[config.mk]
export PLATFORM = sky130hd
export DESIGN_NAME = seven_tooth_crank_decoder
export DESIGN_NICKNAME = d
export VERILOG_FILES = /design/src/rtl/core/stcd_pkg.sv /design/src/rtl/core/seven_tooth_crank_decoder.sv
export SDC_FILE = /design/constraint.sdc
export NUM_CORES = 1
export LEC_CHECK = 0
export ABC_AREA = 1
export BUFFER_PORTS_ARGS = -buffer_cell sky130_fd_sc_hd__buf_2
export CORE_ASPECT_RATIO = 1.4
export CORE_MARGIN = 10
export CORE_UTILIZATION = 30
export DETAILED_ROUTE_END_ITERATION = 7
export PLACE_DENSITY = 0.54
export SYNTH_ARGS = -nofsm -noshare
export SYNTH_HDL_FRONTEND = slang
export SYNTH_SLANG_ARGS = --single-unit
[constraint.sdc]
create_clock -name i_clk -period 19.3 [get_ports i_clk]
set_clock_uncertainty 0.05 [all_clocks]
set_input_delay 0.965 -clock i_clk [delete_from_list [all_inputs] [get_ports i_clk]]
set_output_delay 0.965 -clock i_clk [all_outputs]
set_load 0.03 [all_outputs]
[src/rtl/core/stcd_pkg.sv]
// package for the seven-tooth crank decoder
// holds timestamp width, tooth constants and configuration register indexes
// no dependencies
package stcd_pkg;

    // timestamp width in bits
    localparam int TIME_BITS = 32;

    // stream payload widths, rounded up to whole bytes
    localparam int S_TDATA_W   = ((TIME_BITS + 7) / 8) * 8;
    localparam int OUT_FIELD_W = 4 + 1 + 1 + 1 + 10 + 16 + TIME_BITS;
    localparam int M_TDATA_W   = ((OUT_FIELD_W + 7) / 8) * 8;

    // tooth geometry
    localparam int        TOOTH_DEG       = 360 / 6;
    localparam int        FIRST_TOOTH_DEG = 42;
    localparam logic [3:0] WRAP_ABOVE     = 4'd7;
    localparam logic [3:0] EXTRA_TOOTH    = 4'd3;

    // configuration register indexes
    localparam logic CFG_PER_TOOTH = 1'b0;
    localparam logic CFG_OFFSET    = 1'b1;

endpackage

[src/rtl/core/seven_tooth_crank_decoder.sv]
// seven-tooth crank decoder: one result per tooth edge
// result is registered: it appears the cycle after the input transfer, and the register
// refills as its transfer completes; one tooth per cycle while m_axis_tready allows
// reset: synchronous active-low i_rst_n clears all tooth state, the
// configuration registers and the result valid flag
// depends on stcd_pkg
module seven_tooth_crank_decoder
    import stcd_pkg::*;
(
    input  logic                 i_clk,
    input  logic                 i_rst_n,
    // configuration write port
    input  logic                 i_cfg_we,
    input  logic                 i_cfg_index,
    input  logic [7:0]           i_cfg_wdata,
    // tooth edge stream
    input  logic                 s_axis_tvalid,
    output logic                 s_axis_tready,
    // tdata: tooth_time, then zero padding
    input  logic [S_TDATA_W-1:0] s_axis_tdata,
    // result stream
    output logic                 m_axis_tvalid,
    input  logic                 m_axis_tready,
    // tdata: tooth_number[3:0], in_sync, angle_correct, angle_valid,
    // crank_angle[9:0], revolution_count[15:0], current_gap, zero padding
    output logic [M_TDATA_W-1:0] m_axis_tdata
);

    // configuration registers
    logic              r_per_tooth;
    logic signed [7:0] r_offset;

    // tooth state
    logic [TIME_BITS-1:0] r_last_time, n_last_time;
    logic [TIME_BITS-1:0] r_gap, n_gap;
    logic [1:0]           r_seen, n_seen;
    logic [3:0]           r_cnt, n_cnt;
    logic                 r_sync, n_sync;
    logic                 r_correct, n_correct;
    logic [15:0]          r_revs, n_revs;

    // result register
    logic                 r_out_valid;
    logic [3:0]           r_out_tooth;
    logic                 r_out_sync;
    logic                 r_out_correct;
    logic                 r_out_avalid;
    logic [9:0]           r_out_angle;
    logic [15:0]          r_out_revs;
    logic [TIME_BITS-1:0] r_out_gap;

    logic                 in_xfer;
    logic [TIME_BITS-1:0] now_time;
    logic [3:0]           cnt_inc;
    logic                 angle_ok;
    logic signed [11:0]   passed;
    logic signed [11:0]   angle_full;
    logic [9:0]           angle_out;

    // result register frees up in the cycle its transfer completes
    assign s_axis_tready = !r_out_valid || m_axis_tready;
    assign in_xfer       = s_axis_tvalid && s_axis_tready;
    assign now_time      = s_axis_tdata[TIME_BITS-1:0];

    // configuration writes
    always_ff @(posedge i_clk) begin
        if (!i_rst_n) begin
            r_per_tooth <= 1'b0;
            r_offset    <= '0;
        end else if (i_cfg_we) begin
            case (i_cfg_index)
                CFG_PER_TOOTH: r_per_tooth <= i_cfg_wdata[0];
                CFG_OFFSET:    r_offset    <= i_cfg_wdata;
                default:       r_per_tooth <= r_per_tooth;
            endcase
        end
    end

    // tooth counter, gap test and sync tracking
    always_comb begin
        n_last_time = now_time;
        n_gap       = now_time - r_last_time;
        cnt_inc     = r_cnt + 4'd1;
        n_cnt       = cnt_inc;
        n_sync      = r_sync;
        n_correct   = r_correct;
        n_revs      = r_revs;
        n_seen      = (r_seen == 2'd2) ? r_seen : r_seen + 2'd1;
        if (r_seen == 2'd2) begin
            if (cnt_inc > WRAP_ABOVE) begin
                n_cnt     = 4'd1;
                n_correct = 1'b1;
            end else if (n_gap < (r_gap >> 1)) begin
                n_cnt     = EXTRA_TOOTH;
                n_sync    = 1'b1;
                n_correct = 1'b0;
                n_revs    = r_revs + 16'd1;
            end else begin
                n_correct = 1'b1;
            end
        end
    end

    // per-tooth angle, skipping the extra tooth
    always_comb begin
        angle_ok = r_per_tooth && (n_cnt != EXTRA_TOOTH);
        if (n_cnt < EXTRA_TOOTH) begin
            passed = $signed({8'd0, n_cnt}) - 12'sd1;
        end else begin
            passed = $signed({8'd0, n_cnt}) - 12'sd2;
        end
        angle_full = passed * 12'(TOOTH_DEG) + 12'(FIRST_TOOTH_DEG)
                     + {{4{r_offset[7]}}, r_offset};
        angle_out  = angle_ok ? angle_full[9:0] : 10'd0;
    end

    // state update on each input transfer
    always_ff @(posedge i_clk) begin
        if (!i_rst_n) begin
            r_last_time <= '0;
            r_gap       <= '0;
            r_seen      <= '0;
            r_cnt       <= '0;
            r_sync      <= 1'b0;
            r_correct   <= 1'b0;
            r_revs      <= '0;
        end else if (in_xfer) begin
            r_last_time <= n_last_time;
            r_gap       <= n_gap;
            r_seen      <= n_seen;
            r_cnt       <= n_cnt;
            r_sync      <= n_sync;
            r_correct   <= n_correct;
            r_revs      <= n_revs;
        end
    end

    // result valid flag
    always_ff @(posedge i_clk) begin
        if (!i_rst_n) begin
            r_out_valid <= 1'b0;
        end else if (s_axis_tready) begin
            r_out_valid <= s_axis_tvalid;
        end
    end

    // result payload
    always_ff @(posedge i_clk) begin
        if (in_xfer) begin
            r_out_tooth   <= n_cnt;
            r_out_sync    <= n_sync;
            r_out_correct <= n_correct;
            r_out_avalid  <= angle_ok;
            r_out_angle   <= angle_out;
            r_out_revs    <= n_revs;
            r_out_gap     <= n_gap;
        end
    end

    // pack the result fields
    always_comb begin
        m_axis_tdata                     = '0;
        m_axis_tdata[3:0]                = r_out_tooth;
        m_axis_tdata[4]                  = r_out_sync;
        m_axis_tdata[5]                  = r_out_correct;
        m_axis_tdata[6]                  = r_out_avalid;
        m_axis_tdata[16:7]               = r_out_angle;
        m_axis_tdata[32:17]              = r_out_revs;
        m_axis_tdata[33+TIME_BITS-1:33]  = r_out_gap;
    end

    assign m_axis_tvalid = r_out_valid;

`ifndef SYNTH
    // once two teeth are seen the counter stays within one to seven
    a_cnt_range: assert property (@(posedge i_clk) disable iff (!i_rst_n)
        (in_xfer && r_seen == 2'd2) |=> (r_cnt >= 4'd1 && r_cnt <= WRAP_ABOVE))
        else $error("tooth counter left its range after sync window");

    // a valid angle is never reported on the extra tooth
    a_angle_tooth: assert property (@(posedge i_clk) disable iff (!i_rst_n)
        (r_out_valid && r_out_avalid) |-> (r_out_tooth != EXTRA_TOOTH))
        else $error("angle marked valid on extra tooth");

    // invalid angle reads as zero
    a_angle_zero: assert property (@(posedge i_clk) disable iff (!i_rst_n)
        (r_out_valid && !r_out_avalid) |-> (r_out_angle == 10'd0))
        else $error("crank angle not zero while invalid");

    // revolution count moves only on the extra tooth with sync set
    a_rev_step: assert property (@(posedge i_clk) disable iff (!i_rst_n)
        ($past(i_rst_n) && r_revs != $past(r_revs))
            |-> (r_cnt == EXTRA_TOOTH && r_sync && !r_correct))
        else $error("revolution count changed off the extra tooth");
`endif

endmodule
==> results of run 1 <==
-- through the flow --
step	std cells	setup WS (ns)	power, mW	instance area, µm²	util, %
2_1_floorplan	1173	11.32	0.964	9630	-
3_3_place_gp	1645	10.45	1.10	10500	33.4
3_5_place_dp	1645	10.27	1.11	10500	33.4
4_1_cts	1677	10.67	1.46	11100	35.2
5_1_grt	1677	9.99	1.57	11100	35.2
6_report	1677	10.64	1.43	11100	35.2
-- cell families (layout without fill, tap and decap cells) --
family / count (synthesis) / in the layout
and+or+nand+nor: 320 / 320
buffers and inverters: 258 / 367
xor gates and xnor gates: 47 / 47
DFF: 162 / 162
adders and majority gates: 99 / 99
AOI/OAI and AO/OA: 280 / 280
other: 1 / 7
-- state kept, by name, indices dropped and copies added (netlist names) --
| signal | cells |
|---|---|
| r_last_time | 32 |
| r_out_gap | 32 |
| r_gap | 31 |
| r_out_revs | 16 |
| r_revs | 16 |
| r_out_angle | 10 |
| r_offset | 8 |
| r_cnt | 4 |
| r_out_tooth | 4 |
| r_seen | 2 |
| m_axis_tvalid | 1 |
| r_correct | 1 |
| r_out_avalid | 1 |
| r_out_correct | 1 |
| r_out_sync | 1 |
| r_per_tooth | 1 |
| r_sync | 1 |
-- final timing paths --
kind | slack (ns) | to | startpoint
setup / recovery | 10.64 | r_out_angle[9]$_SDFFCE_PN0P_ | s_axis_tdata[8]
hold / removal | 0.41 | r_last_time[14]$_SDFFE_PN0P_ | r_last_time[14]$_SDFFE_PN0P_
setup reg to reg | 10.95 | r_out_angle[9]$_SDFFCE_PN0P_ | r_last_time[4]$_SDFFE_PN0P_
hold reg to reg | 0.41 | r_last_time[14]$_SDFFE_PN0P_ | r_last_time[14]$_SDFFE_PN0P_
-- final cells by class --
class	instances	area [µm²]	area share (%)
clock buffers	18	429	3.86
repair buffers	116	591	5.32
multi-input cells	753	4730	42.6
inverters	219	827	7.45
well taps	395	494	4.45
flip-flops and latches	162	3890	35.1
clock inverters	14	140	1.26
-- power groups by stage --
stage	clock [mW]	sequential, mW	combinational, mW
2_1_floorplan	0	0.458	0.506
3_3_place_gp	0	0.424	0.672
3_5_place_dp	0	0.425	0.683
4_1_cts	0.347	0.418	0.693
5_1_grt	0.356	0.420	0.791
6_report	0.335	0.416	0.680
-- worst min-delay path: stages, from the launching register on --
cell and delay, ns:
dfxtp_1 0.30, inv_1 0.06, a21oi_1 0.05
-- per-layer routing --
| metal | share of wire [%] | up-vias |
|---|---|---|
| li1 | - | 3990 |
| met1 | 43 | 3414 |
| met2 | 51 | 125 |
| met3 | 3.9 | 21 |
| met4 | 1.7 | 0 |
| met5 | 0 | - |
-- cell usage after synthesis (6+ instances only) --
library cell  number  share of area [%]
nand2_2            7               0.46
nor3_1            10               0.52
xnor2_1            9               0.82
nor2_1            64                2.5
ha_1              90                 12
nand2_4            6               0.70
a31oi_1            6               0.39
buf_4             10               0.78
inv_1            212                8.3
o21ai_0          108                5.6
nand3_1           32                1.7
o21ai_1            7               0.36
xor2_1            38                3.5
nand2_1          170                6.6
fa_1               9                1.9
clkbuf_1          26                1.0
dfxtp_1           97                 20
a21oi_2            7               0.64
inv_2              6               0.23
edfxtp_1          65                 20
a21oi_1          133                6.9
==> flow_summary.yaml, run 1 <==
setup_path:
  cp_num_cells: 46
  worst_setup_path_start_kind: "primary input"
  crit_slowest_cell: "fa_1"
  rr_worst_depth: 46
  crit_family: "adder cells"
  cp_data_required_time_ns: 19.43
  crit_fanout: 6
  critPathKind: "in2reg"
  path_buf_inv: 9
  critical_path_arrival_ns: 8.79
  worstSetupEndpointType: "register"
  slowest_delay_ns: 0.60
detailed_routing:
  avgViaCountPerCell: 4.50
  num_vias: 7550
  drc: 0
  wire_per_inst_um: 13.7
  drt_wl_total_mm: 22.9
  drtAntennaViolNets: 0
  dr.pass1.iters: 4
  drtIter0Drc: 203
pwr:
  switching_share_pct: 40.6
  clkPwrFrac_pct: 23.4
  power_switching_mw: 0.581
  p_per_area_nw_per_um2: 129
  p_int_mw: 0.850
  sequentialPowerShare_pct: 29.1
  p_leak_nw: 5.29
  peakVddDrop_mv: 0.0938
  p_comb_share_pct: 47.5
sta:
  timing.fmax_mhz: 115
  hold_viol: 0
  worstMarginPinSlew_ns: 0.857
  finalHoldWorstSlack_ns: 0.407
  min_period_ns: 8.66
  rsz0062_at_grt: "false"
  slew_viol_final: 0
  finalSetupTns_ns: 0
  period_share_pct: 44.9
  final-setup-viol-count: 0
  max_slew_margin_pct: 42.8
layout:
  antenna_cells_inserted: 0
  synthToLayoutAreaGrowth_pct: 15.6
  n_fill_cell: 3339
  final_cell_mix: "inv_1 (210), nand2_1 (169), a21oi_1 (133), buf_2 (112), o21ai_0 (108)"
  drive_gt1_share_pct: 15.4
  nets: 1414
  final_common_cell: "inv_1"
job:
  max_cap_viol_count: 0
placed_design:
  gp_congestion: 0.805
  port-buffer-count: 112
  dpl.hpwl_mm: 17.4
floorplan:
  core-area_um2: 31600
  rows: 77
  io_pins: 120
  die_x_um: 171
  die_h_um: 232
  die_area_um2: 39700
  start_util_pct: 30.4
clocking:
  cts_setup_buffers: 0
  cts_hold_buf: 0
  ctsResizeCount: 0
  cts_buffer_depth: 2
  cts_tree: "done"
  h-tree-depth: 4
  clkSinkCount: 162
  cts_buffers: 17
  cts-root-buf: "clkbuf_16"
  clk_pin_slew_ns: 0.07
  insertion_delay_ns: 0.44
global_route:
  grt_overflow: 0
  top_usage_layer: "met2"
  antenna_found_initial: 0
  grt_usage_pct: 11.7
  grt_start_max_net_pins: 92
  grt_pass1_wl_mm: 37.4
  grtUsageMet2_pct: 21.4
  gr-usage-met1_pct: 12.8
  gr-usage-met3_pct: 2.69
  grt_pass1_vias: 7711
logic_synthesis:
  yosysWarnings: 0
  synth_edf_count: 65
  avgSynthCellArea_um2: 8.23
  synth_seq_cells: 162
  synth_ff_type: "dfxtp_1"
  ys_seq_area_share_pct: 40.5
  synth-xor-area-share_pct: 4.28
  synthMuxAreaShare_pct: 0
  synth_top_family_by_area: "simple AND/OR/NAND/NOR gates"
  synth-adder-area-share_pct: 13.6
  synth_compound_area_share_pct: 15.5
  syn_inst: 1167
  synth_area_um2: 9610
  synth.distinct_cells: 47
  synthSimpleGateAreaFrac_pct: 15.5
  async_flop_share_pct: 0
min_path:
  hold_path_class: "reg2reg"
  worstHoldPathCells: 2
run_status:
  outcome: "finished, final reports clean"
Note: power is estimated with default switching activity, not from simulation.
==> run 2: changes to the inputs <==
Clock period 19.3 ns to 8.4 ns, I/O delays scaled along.
==> flow_summary.yaml, run 2 (synthesis results as in run 1) <==
job:
  max_cap_viol_count: 0
detailed_routing:
  drt_wl_total_mm: 22.9
  num_vias: 7573
  drtIter0Drc: 281
  avgViaCountPerCell: 4.50
  drc: 0
  wire_per_inst_um: 13.6
  drtAntennaViolNets: 0
  dr.pass1.iters: 4
clocking:
  insertion_delay_ns: 0.43
  cts_buffer_depth: 2
  clk_pin_slew_ns: 0.07
  cts_buffers: 17
  clkSinkCount: 162
  cts_tree: "done"
  cts_setup_buffers: 0
  cts-root-buf: "clkbuf_16"
  h-tree-depth: 4
setup_path:
  worstSetupEndpointType: "register"
  crit_path_frequent_cell: "inv_1"
  slowest_delay_ns: 0.58
  worst_setup_path_start_kind: "register"
  critPathKind: "reg2reg"
  r2r_slack_ns: 0.65
  crit_slowest_cell: "fa_1"
  cp_data_required_time_ns: 8.53
  crit_fanout: 4
  critical_path_arrival_ns: 7.87
global_route:
  grt_pass1_vias: 7543
  antenna_found_initial: 0
  grt_overflow: 0
  grt_pass1_wl_mm: 37.5
  grt_usage_pct: 11.8
  grt_start_max_net_pins: 92
floorplan:
  rows: 77
  start_util_pct: 30.4
  io_pins: 120
  die_area_um2: 39700
  die_h_um: 232
  die_x_um: 171
  core-area_um2: 31600
placed_design:
  dp_slack_ns: 0.105
  port-buffer-count: 112
  gp_congestion: 0.819
  dpl.cell_count: 1650
  placed_cell_area_um2: 10600
  dpl.hpwl_mm: 17.5
layout:
  top_regs: "r_last_time: 32 flops, r_out_gap: 32 flops, r_gap: 31 flops"
  synthToLayoutAreaGrowth_pct: 17.1
  final_cell_mix: "inv_1 (210), nand2_1 (168), a21oi_1 (129), buf_2 (112), o21ai_0 (106)"
  n_fill_cell: 3365
  final_area_um2: 11300
  stdcell_count: 1682
  nets: 1419
  antenna_cells_inserted: 0
  drive_gt1_share_pct: 16.8
  final_common_cell: "inv_1"
  fin_util_pct: 35.6
run_status:
  outcome: "finished, final reports clean"
pwr:
  power.total_mw: 3.36
  power_switching_mw: 1.36
  p_leak_nw: 5.33
  sequentialPowerShare_pct: 28.5
  p_int_mw: 2.00
  clkPwrFrac_pct: 24.3
  peakVddDrop_mv: 0.172
  switching_share_pct: 40.4
  p_per_area_nw_per_um2: 299
  p_comb_share_pct: 47.2
sta:
  slew_viol_final: 0
  finalSetupTns_ns: 0
  setup_ws_ns: 0.655
  final-setup-viol-count: 0
  finalHoldWorstSlack_ns: 0.209
  period_share_pct: 92.2
  max_slew_margin_pct: 33.0
  hold_viol: 0
  timing.fmax_mhz: 129
  min_period_ns: 7.75
  worstMarginPinSlew_ns: 1.00
min_path:
  hold_path_class: "in2reg"
## run 2: cell count changes in the layout (fill, tap and decap cells not counted), moves of 3 or more
cell     previous run  this run
inv_6               1         5
a21oi_2             7        10
a21oi_1           133       129
ha_1               90        86
buf_4               4         9
ha_2                0         3
## run 2: layer usage
layer  track usage (%)  wire [µm]
met3              2.69       1020
met1              13.1       9620
met5                 0          0
met2              21.4      11900
met4              3.84        393
## run 2: worst paths after layout
check                               startpoint                      endpoint  cells past startpoint
hold reg to reg   r_last_time[10]$_SDFFE_PN0P_  r_last_time[10]$_SDFFE_PN0P_                      2
setup reg to reg  r_last_time[14]$_SDFFE_PN0P_  r_out_angle[9]$_SDFFCE_PN0P_                     45
setup / recovery  r_last_time[14]$_SDFFE_PN0P_  r_out_angle[9]$_SDFFCE_PN0P_                     45
hold / removal                 s_axis_tdata[0]   r_last_time[0]$_SDFFE_PN0P_                      3
## run 2: critical path, delay by kind of cell (launching register included)
kind,cells,cell delay [ns]
AO/OA/AOI/OAI,7,0.95
XOR/XNOR,2,0.33
adder cells (fa/ha/maj),8,3.00
buffers and inverters,9,0.54
flip-flops,1,0.31
AND/OR/NAND/NOR,19,2.30
## run 2: area by class of cell
class	instances	area, µm²	share of cell area, %
multi-input cells	753	4800	42.7
flip-flops and latches	162	3890	34.6
clock buffers	18	429	3.81
inverters	219	827	7.35
well taps	395	494	4.39
clock inverters	14	176	1.57
repair buffers	121	628	5.58
## run 2: power groups by stage
stage | Combinational, mW | Sequential (mW) | Clock [mW]
4_1_cts | 1.60 | 0.958 | 0.845
5_1_grt | 1.87 | 0.965 | 0.871
2_1_floorplan | 1.16 | 1.05 | 0
3_5_place_dp | 1.58 | 0.974 | 0
6_report | 1.59 | 0.957 | 0.816
3_3_place_gp | 1.55 | 0.974 | 0
## run 2: what timing repair did
| item | 4_1_cts | 5_1_grt |
|---|---|---|
| resized for setup | 0 | 17 |
| endpoints found under the setup margin | 0 | 3 |
| hold buffers | 0 | 0 |
==> run 3: changes to the inputs <==
Settings changed: CORE_MARGIN 10 to 2, CTS_BUF_LIST set to sky130_fd_sc_hd__clkbuf_16.
==> flow_summary.yaml, run 3 (synthesis results as in run 1) <==
clocking:
  clk_pin_slew_ns: 0.06
  cts_buffer_depth: 2
  h-tree-depth: 4
  cts_buffers: 17
  cts_tree: "done"
  cts-root-buf: "clkbuf_16"
  clkSinkCount: 162
  insertion_delay_ns: 0.43
detailed_routing:
  drc: 0
  drtAntennaViolNets: 0
  wire_per_inst_um: 13.2
  dr.pass1.iters: 4
  avgViaCountPerCell: 4.54
  drtIter0Drc: 380
  num_vias: 7640
  drt_wl_total_mm: 22.3
setup_path:
  worstSetupEndpointType: "register"
  cp_data_required_time_ns: 8.52
  crit_fanout: 4
  critPathKind: "reg2reg"
  critical_path_arrival_ns: 7.78
  crit_path_frequent_cell: "nand2_1"
  worst_setup_path_start_kind: "register"
  crit_slowest_cell: "fa_1"
  slowest_delay_ns: 0.58
global_route:
  antenna_found_initial: 0
  grt_pass1_wl_mm: 36.4
  grt_overflow: 0
  grt_start_max_net_pins: 88
  grt_usage_pct: 13.7
  grt_pass1_vias: 7366
placed_design:
  port-buffer-count: 112
  dp_slack_ns: 0.146
  dpl.hpwl_mm: 16.6
  gp_congestion: 0.788
  placed_cell_area_um2: 10600
  dpl.cell_count: 1649
sta:
  timing.fmax_mhz: 131
  worstMarginPinSlew_ns: 0.987
  max_slew_margin_pct: 34.2
  finalSetupTns_ns: 0
  finalHoldWorstSlack_ns: 0.206
  min_period_ns: 7.66
  period_share_pct: 91.2
  slew_viol_final: 0
  setup_ws_ns: 0.739
  final-setup-viol-count: 0
  hold_viol: 0
job:
  max_cap_viol_count: 0
run_status:
  outcome: "finished, final reports clean"
layout:
  final_cell_mix: "inv_1 (212), nand2_1 (169), a21oi_1 (130), buf_2 (112), o21ai_0 (105)"
  fin_util_pct: 35.6
  final_common_cell: "inv_1"
  drive_gt1_share_pct: 16.2
  antenna_cells_inserted: 0
  final_area_um2: 11200
  nets: 1419
  stdcell_count: 1682
  top_regs: "r_last_time: 32 flops, r_out_gap: 32 flops, r_gap: 31 flops"
  synthToLayoutAreaGrowth_pct: 17.0
floorplan:
  die_x_um: 155
  start_util_pct: 30.4
  io_pins: 120
  core-area_um2: 31600
  die_area_um2: 33500
  die_h_um: 216
  rows: 77
pwr:
  p_leak_nw: 5.35
  peakVddDrop_mv: 0.190
  p_per_area_nw_per_um2: 299
  power.total_mw: 3.36
min_path:
  hold_path_class: "in2reg"
## run 3: cell types whose count changed in the layout (fill, tap and decap cells not counted), sizes merged
cell | before | now
bufinv | 3 | 4
clkinv | 5 | 7
clkbuf | 18 | 17
inv | 223 | 221
## run 3: power breakdown
| part | total, mW | switching [mW] | internal [mW] |
|---|---|---|---|
| Sequential | 0.955 | 0.0314 | 0.924 |
| Clock | 0.829 | 0.332 | 0.496 |
| Combinational | 1.57 | 0.970 | 0.603 |
| Total | 3.36 | 1.33 | 2.02 |
## run 3: cell type report
class,count,area (µm²)
tap,395,494
clock buffer,17,425
inverter,219,827
sequential,162,3890
clock inverter,15,193
fill,3322,20400
timing repair buffer,121,628
multi-input combinational,753,4780
## run 3: per-layer routing
metal | vias up | GRT usage, % | part of all wire, %
met5 | - | 0 | 0
met4 | 0 | 5.11 | 2.0
met3 | 25 | 2.27 | 2.9
met2 | 135 | 24.9 | 51
met1 | 3470 | 15.9 | 44
li1 | 4010 | - | -
## run 3: timing repair
| action | CTS | global route |
|---|---|---|
| resized for setup | 0 | 12 |
| buffers inserted | 0 | 1 |
| endpoints found under the setup margin | 0 | 2 |
| hold buffers | 0 | 0 |
## run 3: final timing paths
| kind | start | to | slack [ns] | cells past startpoint |
|---|---|---|---|---|
| max reg2reg | r_last_time[0]$_SDFFE_PN0P_ | r_out_angle[9]$_SDFFCE_PN0P_ | 0.74 | 43 |
| min | i_cfg_wdata[7] | r_offset[7]$_SDFFE_PN0P_ | 0.21 | 3 |
| min reg2reg | r_last_time[11]$_SDFFE_PN0P_ | r_last_time[11]$_SDFFE_PN0P_ | 0.41 | 2 |
| max | r_last_time[0]$_SDFFE_PN0P_ | r_out_angle[9]$_SDFFCE_PN0P_ | 0.74 | 43 |
## run 3: critical path: cells and delay by family (launching register included)
kind                       cells  cell delay [ns]
AOI/OAI and AO/OA              8             1.35
xor gates and xnor gates       2             0.43
adders and majority gates      9             3.18
buffers and inverters          7             0.40
DFF                            1             0.31
and+or+nand+nor               17             1.67
